[src/jac_pkg.sv]
// Shared constants, register indexes and divider handshake types for the joystick
// axis conditioner. No dependencies; every other file refers to it by scoped names.
package jac_pkg;

    localparam int NUM_AXES = 4;
    localparam int SMP_W    = 12;
    localparam int AXIS_W   = 2;
    localparam int CAL_W    = 44;
    localparam int IDX_W    = 3;
    localparam int CAL_REGS = 4;
    localparam int DZ_W     = 7;

    // Register indexes on the configuration channel.
    localparam logic [IDX_W-1:0] REG_CAL0 = 3'd0;
    localparam logic [IDX_W-1:0] REG_SLEW = 3'd4;

    localparam logic [CAL_W-1:0] CAL_RESET  = 44'd34376511488;
    localparam logic [SMP_W-1:0] SLEW_RESET = 12'd10;
    localparam logic [SMP_W-1:0] MID_CODE   = 12'd2048;
    localparam logic [10:0]      FULL_SCALE = 11'd2047;
    localparam logic [DZ_W-1:0]  DZ_MAX     = 7'd100;

    // The deadzone product (at most 100 * 4095) is divided by 200 as a shift by three
    // followed by a multiplication with the rounded-up reciprocal of 25.
    localparam int               DZ_PROD_W = 19;
    localparam int               DZ_PRE_SH = 3;
    localparam int               DZ_RCP_SH = 21;
    localparam int               DZ_RCP_PW = DZ_RCP_SH + SMP_W;
    localparam logic [16:0]      DZ_RECIP  = 17'd83887;

    localparam int               DIV_NUM_W = 24;
    localparam int               DIV_DEN_W = 12;
    localparam int               DIV_CNT_W = $clog2(DIV_NUM_W + 1);

    typedef struct packed {
        logic                 start;
        logic [DIV_NUM_W-1:0] dividend;
        logic [DIV_DEN_W-1:0] divisor;
    } t_div_req;

    typedef struct packed {
        logic                 done;
        logic [DIV_NUM_W-1:0] quotient;
    } t_div_rsp;

endpackage

[src/jac_if.sv]
// Valid/ready channel interfaces for the joystick axis conditioner: sample input,
// conditioned result output and register writes. Uses widths from jac_pkg.
interface jac_in_if;
    logic                       valid;
    logic                       ready;
    logic [jac_pkg::AXIS_W-1:0] axis;
    logic [jac_pkg::SMP_W-1:0]  sample;
    modport source (output valid, axis, sample, input ready);
    modport sink   (input valid, axis, sample, output ready);
endinterface

interface jac_out_if;
    logic                      valid;
    logic                      ready;
    logic [jac_pkg::SMP_W-1:0] position;
    logic [jac_pkg::SMP_W-1:0] slewed_sample;
    modport source (output valid, position, slewed_sample, input ready);
    modport sink   (input valid, position, slewed_sample, output ready);
endinterface

interface jac_cfg_if;
    logic                      valid;
    logic                      ready;
    logic [jac_pkg::IDX_W-1:0] index;
    logic [jac_pkg::CAL_W-1:0] data;
    modport source (output valid, index, data, input ready);
    modport sink   (input valid, index, data, output ready);
endinterface

[src/jac_div.sv]
// Radix-2 restoring divider, one quotient bit per cycle, unsigned operands.
// Depends on jac_pkg for widths and the request/response structs.
module jac_div (
    input  logic              i_clk,
    input  logic              i_rst_n,
    input  jac_pkg::t_div_req i_req,
    output jac_pkg::t_div_rsp o_rsp
);

    logic [jac_pkg::DIV_NUM_W-1:0] r_quo;
    logic [jac_pkg::DIV_DEN_W-1:0] r_rem;
    logic [jac_pkg::DIV_DEN_W-1:0] r_den;
    logic [jac_pkg::DIV_CNT_W-1:0] r_cnt;
    logic                          r_busy;
    logic                          r_done;

    logic [jac_pkg::DIV_DEN_W:0]   shifted;
    logic [jac_pkg::DIV_DEN_W:0]   diff;
    logic                          fits;

    always_comb begin
        shifted = {r_rem, r_quo[jac_pkg::DIV_NUM_W-1]};
        diff    = shifted - {1'b0, r_den};
        fits    = shifted >= {1'b0, r_den};
    end

    always_ff @(posedge i_clk) begin
        if (!i_rst_n) begin
            r_busy <= 1'b0;
            r_done <= 1'b0;
            r_cnt  <= '0;
        end else if (i_req.start) begin
            r_busy <= 1'b1;
            r_done <= 1'b0;
            r_cnt  <= jac_pkg::DIV_CNT_W'(jac_pkg::DIV_NUM_W);
        end else if (r_busy) begin
            r_cnt <= r_cnt - 1'b1;
            if (r_cnt == jac_pkg::DIV_CNT_W'(1)) begin
                r_busy <= 1'b0;
                r_done <= 1'b1;
            end
        end else begin
            r_done <= 1'b0;
        end
    end

    always_ff @(posedge i_clk) begin
        if (i_req.start) begin
            r_quo <= i_req.dividend;
            r_rem <= '0;
            r_den <= i_req.divisor;
        end else if (r_busy) begin
            r_rem <= fits ? diff[jac_pkg::DIV_DEN_W-1:0] : shifted[jac_pkg::DIV_DEN_W-1:0];
            r_quo <= {r_quo[jac_pkg::DIV_NUM_W-2:0], fits};
        end
    end

    assign o_rsp.done     = r_done;
    assign o_rsp.quotient = r_quo;

endmodule

[src/joystick_axis_conditioner.sv]
// Joystick axis conditioner: one request carries an axis number and a 12-bit sample and
// yields one result. The sample is slew-limited against the stored value of its axis, clamped
// to the axis range, passed through a centre deadzone and scaled to 1..4095 around 2048.
// The deadzone edges come from a reciprocal multiplication; the final scaling runs on a
// bit-serial divider, which is not started when the position is centre or full deflection.
// Input ready is high only while the sequencer is idle, so a request is taken only after the
// last one has finished; a finished result waits in an output register, so the next request
// can be taken while it is pending. Register writes are accepted at any time and must only
// happen while no request is in flight. Depends on jac_pkg, jac_if and jac_div.
module joystick_axis_conditioner (
    input  logic        i_clk,
    input  logic        i_rst_n,
    jac_in_if.sink      i_in,
    jac_out_if.source   o_out,
    jac_cfg_if.sink     i_cfg
);

    typedef enum logic [8:0] {
        S_IDLE      = 9'b000000001,
        S_CLAMP     = 9'b000000010,
        S_LO_DZ     = 9'b000000100,
        S_HI_MUL    = 9'b000001000,
        S_HI_DZ     = 9'b000010000,
        S_SIDE      = 9'b000100000,
        S_MAIN_GO   = 9'b001000000,
        S_MAIN_WAIT = 9'b010000000,
        S_FIN       = 9'b100000000
    } t_state;

    t_state r_state, n_state;

    logic [jac_pkg::CAL_W-1:0] r_cal [0:jac_pkg::CAL_REGS-1];
    logic [jac_pkg::SMP_W-1:0] r_slew;
    logic [jac_pkg::SMP_W-1:0] r_last_sample [0:jac_pkg::NUM_AXES-1];

    logic [jac_pkg::AXIS_W-1:0]    r_axis;
    logic                          r_bad;
    logic [jac_pkg::SMP_W-1:0]     r_last;
    logic [jac_pkg::SMP_W-1:0]     r_raw;
    logic [jac_pkg::DIV_NUM_W-1:0] r_prod;
    logic [jac_pkg::DIV_DEN_W-1:0] r_den;
    logic                          r_neg;
    logic signed [13:0]            r_dlo;
    logic signed [13:0]            r_dhi;
    logic signed [11:0]            r_res;

    logic                      r_out_valid;
    logic [jac_pkg::SMP_W-1:0] r_position;
    logic [jac_pkg::SMP_W-1:0] r_slewed;

    jac_pkg::t_div_req div_req;
    jac_pkg::t_div_rsp div_rsp;

    logic in_take;
    logic axis_ok;
    logic slew_up;
    logic slew_dn;
    logic [jac_pkg::SMP_W-1:0] slew_next;

    logic [jac_pkg::CAL_W-1:0] cal;
    logic [jac_pkg::SMP_W-1:0] cal_lo, cal_hi, cal_ctr;
    logic [jac_pkg::DZ_W-1:0]  dz;
    logic                      inv;
    logic signed [13:0]        s_lo, s_hi, s_ctr, s_raw;
    logic signed [13:0]        off, span_lo, span_hi, span, span_abs;
    logic signed [13:0]        lo_gap, hi_gap, den_lo, den_hi, gap_abs, s_dzq;
    logic                      lower;
    logic [jac_pkg::DIV_NUM_W-1:0] dz_prod;
    logic [jac_pkg::DZ_RCP_PW-1:0] dz_recip;
    logic [jac_pkg::SMP_W-1:0]     dz_quo;
    logic [jac_pkg::DIV_NUM_W-1:0] gap_prod;
    logic [10:0]               quo_sat;
    logic signed [11:0]        res_adj;
    logic [jac_pkg::SMP_W-1:0] clamped;

    assign in_take    = i_in.valid && i_in.ready;
    assign i_in.ready = (r_state == S_IDLE);
    assign i_cfg.ready = 1'b1;

    // Slew limit: move by at most the step, otherwise land on the sample.
    always_comb begin
        axis_ok   = {1'b0, i_in.axis} < 3'(jac_pkg::NUM_AXES);
        slew_up   = {1'b0, i_in.sample} > ({1'b0, r_last_sample[i_in.axis]} + {1'b0, r_slew});
        slew_dn   = ({1'b0, i_in.sample} + {1'b0, r_slew}) < {1'b0, r_last_sample[i_in.axis]};
        if (slew_up) begin
            slew_next = r_last_sample[i_in.axis] + r_slew;
        end else if (slew_dn) begin
            slew_next = r_last_sample[i_in.axis] - r_slew;
        end else begin
            slew_next = i_in.sample;
        end
    end

    always_comb begin
        cal     = r_cal[r_axis];
        cal_lo  = cal[11:0];
        cal_hi  = cal[23:12];
        cal_ctr = cal[35:24];
        dz      = (cal[42:36] > jac_pkg::DZ_MAX) ? jac_pkg::DZ_MAX : cal[42:36];
        inv     = cal[43];

        // With the minimum above the maximum, a sample below the minimum is raised to it.
        if (r_last < cal_lo) begin
            clamped = cal_lo;
        end else if (r_last > cal_hi) begin
            clamped = cal_hi;
        end else begin
            clamped = r_last;
        end

        s_lo    = $signed({2'b00, cal_lo});
        s_hi    = $signed({2'b00, cal_hi});
        s_ctr   = $signed({2'b00, cal_ctr});
        s_raw   = $signed({2'b00, r_raw});
        off     = s_raw - s_ctr;
        span_lo = s_ctr - s_lo;
        span_hi = s_hi - s_ctr;

        span     = (r_state == S_CLAMP) ? span_lo : span_hi;
        span_abs = (span < 14'sd0) ? -span : span;
        dz_prod  = jac_pkg::DIV_NUM_W'(dz) * jac_pkg::DIV_NUM_W'(span_abs[11:0]);

        // Divide the registered deadzone product by 200.
        dz_recip = jac_pkg::DZ_RCP_PW'(r_prod[jac_pkg::DZ_PROD_W-1:jac_pkg::DZ_PRE_SH])
                   * jac_pkg::DZ_RCP_PW'(jac_pkg::DZ_RECIP);
        dz_quo   = dz_recip[jac_pkg::DZ_RCP_PW-1 -: jac_pkg::SMP_W];
        s_dzq    = $signed({2'b00, dz_quo});

        lo_gap  = off + r_dlo;
        hi_gap  = off - r_dhi;
        den_lo  = span_lo - r_dlo;
        den_hi  = span_hi - r_dhi;
        lower   = lo_gap < 14'sd0;
        gap_abs = lower ? -lo_gap : hi_gap;
        // Multiply by 2047 as a shift and subtract.
        gap_prod = {gap_abs[12:0], 11'b0} - jac_pkg::DIV_NUM_W'(gap_abs[12:0]);

        quo_sat = (div_rsp.quotient > jac_pkg::DIV_NUM_W'(jac_pkg::FULL_SCALE))
                  ? jac_pkg::FULL_SCALE : div_rsp.quotient[10:0];
        res_adj = inv ? -r_res : r_res;
    end

    always_comb begin
        div_req.start    = (r_state == S_MAIN_GO);
        div_req.dividend = r_prod;
        div_req.divisor  = r_den;
    end

    jac_div u_div (
        .i_clk   (i_clk),
        .i_rst_n (i_rst_n),
        .i_req   (div_req),
        .o_rsp   (div_rsp)
    );

    always_comb begin
        n_state = r_state;
        case (r_state)
            S_IDLE: begin
                if (in_take) begin
                    n_state = axis_ok ? S_CLAMP : S_FIN;
                end
            end
            S_CLAMP:   n_state = S_LO_DZ;
            S_LO_DZ:   n_state = S_HI_MUL;
            S_HI_MUL:  n_state = lower ? S_SIDE : S_HI_DZ;
            S_HI_DZ:   n_state = S_SIDE;
            S_SIDE: begin
                if (lower) begin
                    n_state = (den_lo > 14'sd0) ? S_MAIN_GO : S_FIN;
                end else if (hi_gap > 14'sd0) begin
                    n_state = (den_hi > 14'sd0) ? S_MAIN_GO : S_FIN;
                end else begin
                    n_state = S_FIN;
                end
            end
            S_MAIN_GO: n_state = S_MAIN_WAIT;
            S_MAIN_WAIT: begin
                if (div_rsp.done) begin
                    n_state = S_FIN;
                end
            end
            S_FIN: begin
                if (!r_out_valid || o_out.ready) begin
                    n_state = S_IDLE;
                end
            end
            default:   n_state = S_IDLE;
        endcase
    end

    always_ff @(posedge i_clk) begin
        if (!i_rst_n) begin
            r_state     <= S_IDLE;
            r_out_valid <= 1'b0;
            r_slew      <= jac_pkg::SLEW_RESET;
            for (int i = 0; i < jac_pkg::CAL_REGS; i++) begin
                r_cal[i] <= jac_pkg::CAL_RESET;
            end
            for (int i = 0; i < jac_pkg::NUM_AXES; i++) begin
                r_last_sample[i] <= jac_pkg::MID_CODE;
            end
        end else begin
            r_state <= n_state;
            if (i_cfg.valid && i_cfg.ready) begin
                if (i_cfg.index < jac_pkg::REG_SLEW) begin
                    r_cal[i_cfg.index[1:0]] <= i_cfg.data;
                end else if (i_cfg.index == jac_pkg::REG_SLEW) begin
                    r_slew <= i_cfg.data[jac_pkg::SMP_W-1:0];
                end
            end
            if (in_take && axis_ok) begin
                r_last_sample[i_in.axis] <= slew_next;
            end
            if (r_state == S_FIN && (!r_out_valid || o_out.ready)) begin
                r_out_valid <= 1'b1;
            end else if (o_out.ready) begin
                r_out_valid <= 1'b0;
            end
        end
    end

    always_ff @(posedge i_clk) begin
        case (r_state)
            S_IDLE: begin
                if (in_take) begin
                    r_axis <= i_in.axis;
                    r_bad  <= !axis_ok;
                    r_last <= slew_next;
                end
            end
            S_CLAMP: begin
                r_raw  <= clamped;
                r_prod <= dz_prod;
                r_neg  <= span_lo < 14'sd0;
            end
            S_LO_DZ: begin
                r_dlo <= r_neg ? -s_dzq : s_dzq;
            end
            S_HI_MUL: begin
                r_prod <= dz_prod;
                r_neg  <= span_hi < 14'sd0;
            end
            S_HI_DZ: begin
                r_dhi <= r_neg ? -s_dzq : s_dzq;
            end
            S_SIDE: begin
                r_prod <= gap_prod;
                r_neg  <= lower;
                r_den  <= lower ? den_lo[11:0] : den_hi[11:0];
                // An empty or inverted side gives full deflection.
                if (lower) begin
                    r_res <= -$signed({1'b0, jac_pkg::FULL_SCALE});
                end else if (hi_gap > 14'sd0) begin
                    r_res <= $signed({1'b0, jac_pkg::FULL_SCALE});
                end else begin
                    r_res <= 12'sd0;
                end
            end
            S_MAIN_WAIT: begin
                if (div_rsp.done) begin
                    r_res <= r_neg ? -$signed({1'b0, quo_sat}) : $signed({1'b0, quo_sat});
                end
            end
            S_FIN: begin
                if (!r_out_valid || o_out.ready) begin
                    r_position <= r_bad ? '0 : ($unsigned(res_adj) + jac_pkg::MID_CODE);
                    r_slewed   <= r_bad ? '0 : r_last;
                end
            end
            default: begin
            end
        endcase
    end

    assign o_out.valid         = r_out_valid;
    assign o_out.position      = r_position;
    assign o_out.slewed_sample = r_slewed;

`ifndef SYNTHESIS
    a_state_onehot: assert property (@(posedge i_clk) disable iff (!i_rst_n)
        $onehot(r_state))
        else $error("sequencer state is not one-hot");

    a_one_at_a_time: assert property (@(posedge i_clk) disable iff (!i_rst_n)
        (i_in.valid && i_in.ready) |=> !i_in.ready)
        else $error("input taken again before the request finished");

    a_div_done_waited: assert property (@(posedge i_clk) disable iff (!i_rst_n)
        div_rsp.done |-> (r_state == S_MAIN_WAIT))
        else $error("divider finished while nobody was waiting");

    a_result_range: assert property (@(posedge i_clk) disable iff (!i_rst_n)
        (r_state == S_FIN) |-> (r_res <= 12'sd2047 && r_res >= -12'sd2047))
        else $error("scaled position out of range");
`endif

endmodule
[src/flat_wrapper.sv]
// flat-port wrapper written by rule: the top's interface ports become plain ports
module joystick_axis_conditioner_flat 
  (i_clk, i_rst_n, i_in_valid, i_in_axis, i_in_sample, i_in_ready, o_out_valid, o_out_position, o_out_slewed_sample, o_out_ready, i_cfg_valid, i_cfg_index, i_cfg_data, i_cfg_ready);
  jac_in_if i_in_i ();
  jac_out_if o_out_i ();
  jac_cfg_if i_cfg_i ();
  input  logic i_clk;
  input  logic i_rst_n;
  input wire logic [$bits(i_in_i.valid)-1:0] i_in_valid;
  input wire logic [$bits(i_in_i.axis)-1:0] i_in_axis;
  input wire logic [$bits(i_in_i.sample)-1:0] i_in_sample;
  output wire logic [$bits(i_in_i.ready)-1:0] i_in_ready;
  output wire logic [$bits(o_out_i.valid)-1:0] o_out_valid;
  output wire logic [$bits(o_out_i.position)-1:0] o_out_position;
  output wire logic [$bits(o_out_i.slewed_sample)-1:0] o_out_slewed_sample;
  input wire logic [$bits(o_out_i.ready)-1:0] o_out_ready;
  input wire logic [$bits(i_cfg_i.valid)-1:0] i_cfg_valid;
  input wire logic [$bits(i_cfg_i.index)-1:0] i_cfg_index;
  input wire logic [$bits(i_cfg_i.data)-1:0] i_cfg_data;
  output wire logic [$bits(i_cfg_i.ready)-1:0] i_cfg_ready;
  assign i_in_i.valid = i_in_valid;
  assign i_in_i.axis = i_in_axis;
  assign i_in_i.sample = i_in_sample;
  assign i_in_ready = i_in_i.ready;
  assign o_out_valid = o_out_i.valid;
  assign o_out_position = o_out_i.position;
  assign o_out_slewed_sample = o_out_i.slewed_sample;
  assign o_out_i.ready = o_out_ready;
  assign i_cfg_i.valid = i_cfg_valid;
  assign i_cfg_i.index = i_cfg_index;
  assign i_cfg_i.data = i_cfg_data;
  assign i_cfg_ready = i_cfg_i.ready;
  joystick_axis_conditioner u_core (.i_clk(i_clk), .i_rst_n(i_rst_n), .i_in(i_in_i), .o_out(o_out_i), .i_cfg(i_cfg_i));
endmodule
[config.mk]
export PLATFORM = sky130hd
export DESIGN_NAME = joystick_axis_conditioner_flat
export DESIGN_NICKNAME = d
export VERILOG_FILES = /design/src/jac_pkg.sv /design/src/jac_if.sv /design/src/jac_div.sv /design/src/joystick_axis_conditioner.sv /design/src/flat_wrapper.sv
export SDC_FILE = /design/constraint.sdc
export NUM_CORES = 2
export LEC_CHECK = 0
export BUFFER_PORTS_ARGS = -buffer_cell sky130_fd_sc_hd__buf_2
export CAP_MARGIN = 30
export CORE_MARGIN = 4
export CORE_UTILIZATION = 45
export CTS_BUF_LIST = sky130_fd_sc_hd__clkbuf_4 sky130_fd_sc_hd__clkbuf_8
export DETAILED_ROUTE_END_ITERATION = 7
export GPL_TIMING_DRIVEN = 0
export SYNTH_ARGS = -nofsm -noshare
export SYNTH_HDL_FRONTEND = slang
export SYNTH_SLANG_ARGS = --single-unit
[constraint.sdc]
create_clock -name i_clk -period 29.6 [get_ports i_clk]
set_clock_uncertainty 0.1 [all_clocks]
set_input_delay 1.48 -clock i_clk [delete_from_list [all_inputs] [get_ports i_clk]]
set_output_delay 1.48 -clock i_clk [all_outputs]
set_load 0.005 [all_outputs]
# == Word level (Yosys, flattened, before mapping) ==
# Memory sizes are Yosys's and may differ from the RTL's. A register that Yosys moved wholly into a read port is not among the register bits.
# Cells that the tools add are included.
# op_classes
reduce_logical,19
magnitude_cmp,15
addsub,20
n_mux,53
multipliers,2
n_eq_ne,14
bitwise_logic,3
# op_table
cell,n
$mux 12,12
$pmux 9 s9,1
$mux 9,7
$lt 14x1->1 const B,4
$mux 24,2
$pmux 24 s2,1
$mux 44,1
$reduce_or 44->1,1
$gt 14x1->1 const B,3
$sub 12x12->13,3
$mul 16x17->33 const B,1
$mux 14,2
$sub 14x14->14,2
$add 12x12->13,2
$gt 24x11->1 const B,1
$neg 12->12,2
$pmux 12 s2,1
$sub 12x12->12,2
$sub 24x13->24,1
$mux 11,2
$mul 7x12->19,1
$mux 1,15
$add 13x14->14,1
$neg 12->14,1
42 further kinds,57
# word_totals
regBits,204
output_inout_bits,27
ram_bits,224
elab_cells,149
mem_count,2
input_bits,66
# mem_list
name,depth,width,read_ports,rd_clocked_by_memory_dff,write_ports,line_no,source
u_core.r_cal,4,44,1,1,4,joystick_axis_conditioner.sv:32,logic [jac_pkg::CAL_W-1:0] r_cal [0:jac_pkg::CAL_REGS-1];
u_core.r_last_sample,4,12,1,0,4,joystick_axis_conditioner.sv:34,logic [jac_pkg::SMP_W-1:0] r_last_sample [0:jac_pkg::NUM_AXES-1];

# == Logic depth before layout (Yosys ltp) ==
# logic_depth
depth_word,7
depth_mapped,38

# == Modules after synthesis ==
# A second synthesis with hierarchy kept.
# hier_totals
hier_cells,3410
hier_area_um2,34927.2
# modules_own_cells
mod,seq_area_each_um2,n_inst,cells_each,area_per_inst_um2
joystick_axis_conditioner,11020.6,1,3164,32039.5
jac_div,1461.4,1,246,2887.8

# == Worst setup path before layout ==
# No wires, ideal clock.
# synth_timing
kind,flip-flop to flip-flop
start,register with a tool-made name
end,"register u_core.r_prod[18] (netlist bit), data pin"
t_arrival_ns,9.135
setup_time_ns,0.266
path_slack_ns,20.100
path_stages_with_launch,37
cell_sequence,dfxtp_1 > buf_2 > buf_1 > buf_2 > clkbuf_1 > mux4_2 > inv_1 > ha_1 > inv_1 > fa_1 > a211oi_1 > o21ai_0 > a31oi_1 > o21ai_0 > o21a_1 > nor2_1 > mux2i_1 > a31oi_1 > xor2_1 > nor2_1 > fa_1 > fa_1 > fa_1 > inv_1 > fa_1 > inv_1 > ha_1 > o21a_1 > o21a_1 > o21a_1 > nand3_1 > o21ai_0 > nor4_1 > o31ai_1 > xnor2_1 > a32oi_1 > o21ai_1
# synth_lines
item,line_no,source
"end signal, assigned",joystick_axis_conditioner.sv:234,r_prod <= dz_prod;
"end signal, assigned",joystick_axis_conditioner.sv:241,r_prod <= dz_prod;
"end signal, assigned",joystick_axis_conditioner.sv:248,r_prod <= gap_prod;
"end, declared",joystick_axis_conditioner.sv:40,logic [jac_pkg::DIV_NUM_W-1:0] r_prod;

==> run metrics <==
most frequent cells in the layout 411 x inv_1, 387 x edfxtp_1, 362 x ha_1, 350 x nor2_1, 309 x nand2_1; clock-pin slew on the worst setup and hold paths 0.06 ns; hpwl dp 76.8 mm; largest net degree at the start of global routing 28; unrepaired setup endpoints after global routing no; DR pass1 iterations 5; min cycle time layout 11.91 ns; CP Class flop to flop; Post-CTS Setup Inserts 0; post-synth top area share 0.335; Synth Area in Compound Gates 0.125; most common cell after layout, fill and taps aside inv_1; Critical Path AT 12.20 ns; Root Driver clkbuf_8; post-synth cell types 87; total wire length 95.9 mm; RD Place Congestion 0.936; Worst setup EP type flop; mapped cell area 34600 um2; hold depth 0; Synth Area in Simple Gates 0.144; CTS Buffer Depth 3; Area Growth Syn to Fin 10.5%; Worst-Margin Slew 1.14 ns; most numerous cell on the critical path inv_1; H-tree depth 3; Buffers on Ports 91; Routed wire per std cell 20.1 um; Worst Hold Class flop to flop; vias in the first global route 26100; Area contributors post-synth edfxtp_1 34%, ha_1 13%, fa_1 9.1%; placed cell areas 36700 um2; CTS resizes 0; register area share after synthesis 0.360; Yosys top cell by area edfxtp_1; slowest stage cell, crit path buf_1; net count after synthesis 4067; setup TNS 0 ns; Initial Util 0.455; Seq cells post-synth 430; Worst Path Max Fanout 10; Worst path max stage delay 0.73 ns; Cell Rows 101; Max Cap Violations 0; setup violators final 0; Post-CTS Hold Buffers 0; Vias 26200; final-report hold violation count 0; multiplexer area fraction after synthesis 0.0493; CTS Buf Count 78; Core Region 76100 um2; CTS tree built; ratio of cells with drive above 1 in the final layout 0.0938; Post-Synth XOR/XNOR Area 0.0434; post-route cell area 38300 um2; largest family of logic cells by synthesized area adder cells; Vias/cell 5.50; worst-case reg-to-reg path depth 35; DRC 0; GRT overflow 0; EDFF count, synth 387; die area 81500 um2; period utilization 0.402; worst skew pair latency 0.68 ns; Fmax 0.0840 GHz; CTS sink count 430; I/O pins 93; Final Net Count 4255; global-route wire length before repair 149 mm; Die H 285 um; Synth Warn # 0; asr flop ratio synth 0; initial antenna violation count 5; predominant post-synthesis flop cell edfxtp_1; Global Route Usage Sum 0.234; Slew Limit Fails 0; status complete, no violations; initial DRC count 1729; Mean Syn Cell Area 9.95 um2; Die Wd 285 um; Adder-Cell Fraction of Synth Area 0.221; Worst Setup Start Kind flop; Post-DRT Antenna Nets 0; Slew HR 0.238; Post-Syn Instances 3482; worst endpoint required time 29.89 ns
[registers in the layout, summed over array words and instances, names as in the netlist, 14 cells and up, named ones only]
signal and count:
u_core.u_div.r_quo 24, u_core.r_prod 24, u_core.r_dhi 14, u_core.r_last_sample 48, u_core.r_dlo 14, u_core.r_cal 176
[synthesized netlist by cell type, drive strengths merged (61+ instances only)]
library cell	number
clkbuf	82
a21oi	177
xnor2	106
fa	157
nand2	311
ha	362
nor3	75
edfxtp	387
nor2	350
xor2	61
inv	412
o21ai	174
[per-stage QoR]
| step | hold WS [ns] | cells | setup WS (ns) | utilization |
|---|---|---|---|---|
| 2_1_floorplan | 0.300 | 3482 | 20.10 | - |
| 3_3_place_gp | 0.303 | 4603 | 17.57 | 0.478 |
| 3_5_place_dp | 0.305 | 4620 | 17.52 | 0.482 |
| 4_1_cts | 0.279 | 4760 | 17.51 | 0.503 |
| 5_1_grt | 0.289 | 4761 | 16.90 | 0.503 |
| 6_report | 0.284 | 4761 | 17.69 | 0.503 |
[final timing paths]
path | from | to | slack (ns)
max | flop | u_core.r_prod[17]$_DFFE_PP_ | 17.69
min | u_core.r_den[11]$_DFFE_PP_ | u_core.u_div.r_den[11]$_DFFE_PP_ | 0.28
max reg2reg | flop | u_core.r_prod[17]$_DFFE_PP_ | 17.69
min reg2reg | u_core.r_den[11]$_DFFE_PP_ | u_core.u_div.r_den[11]$_DFFE_PP_ | 0.28
[logic make-up (layout without fill, tap and decap cells)]
kind of cell | Yosys count | in the layout
AND/OR/NAND/NOR | 1069 | 1069
AO/OA/AOI/OAI | 663 | 663
adder cells (fa/ha/maj) | 519 | 519
buffers and inverters | 518 | 766
flip-flops | 430 | 430
XOR/XNOR | 168 | 168
multiplexers | 114 | 114
other | 1 | 2
[cell type report]
cell class                 count  area (um2)
clock inverter                33         272
buffer                       106         419
tap                         1030        1290
timing repair buffer         108         717
fill                        7253       37800
clock buffer                 107        1340
multi-input combinational   2534       20200
sequential                   430       12500
inverter                     412        1550
antenna                        1        2.50
[routing by layer]
layer	global-route usage	routed length (um)	up-vias
met5	0	0	-
met4	0.0740	3170	0
met3	0.0251	4130	160
met2	0.407	46900	659
met1	0.307	41700	12700
li1	-	-	12700
[worst max-delay path, delay by kind of cell, from the launching register on]
kind	cells	cell delay, ns
AOI/OAI and AO/OA	10	2.75
muxes	3	1.12
buffers and inverters	10	2.60
xor gates and xnor gates	2	0.91
adders and majority gates	7	3.01
and+or+nand+nor	3	0.74
DFF	1	0.39
Power is not shown: default switching activity piles up to over one toggle a cycle in this logic, so the estimate is an artifact.
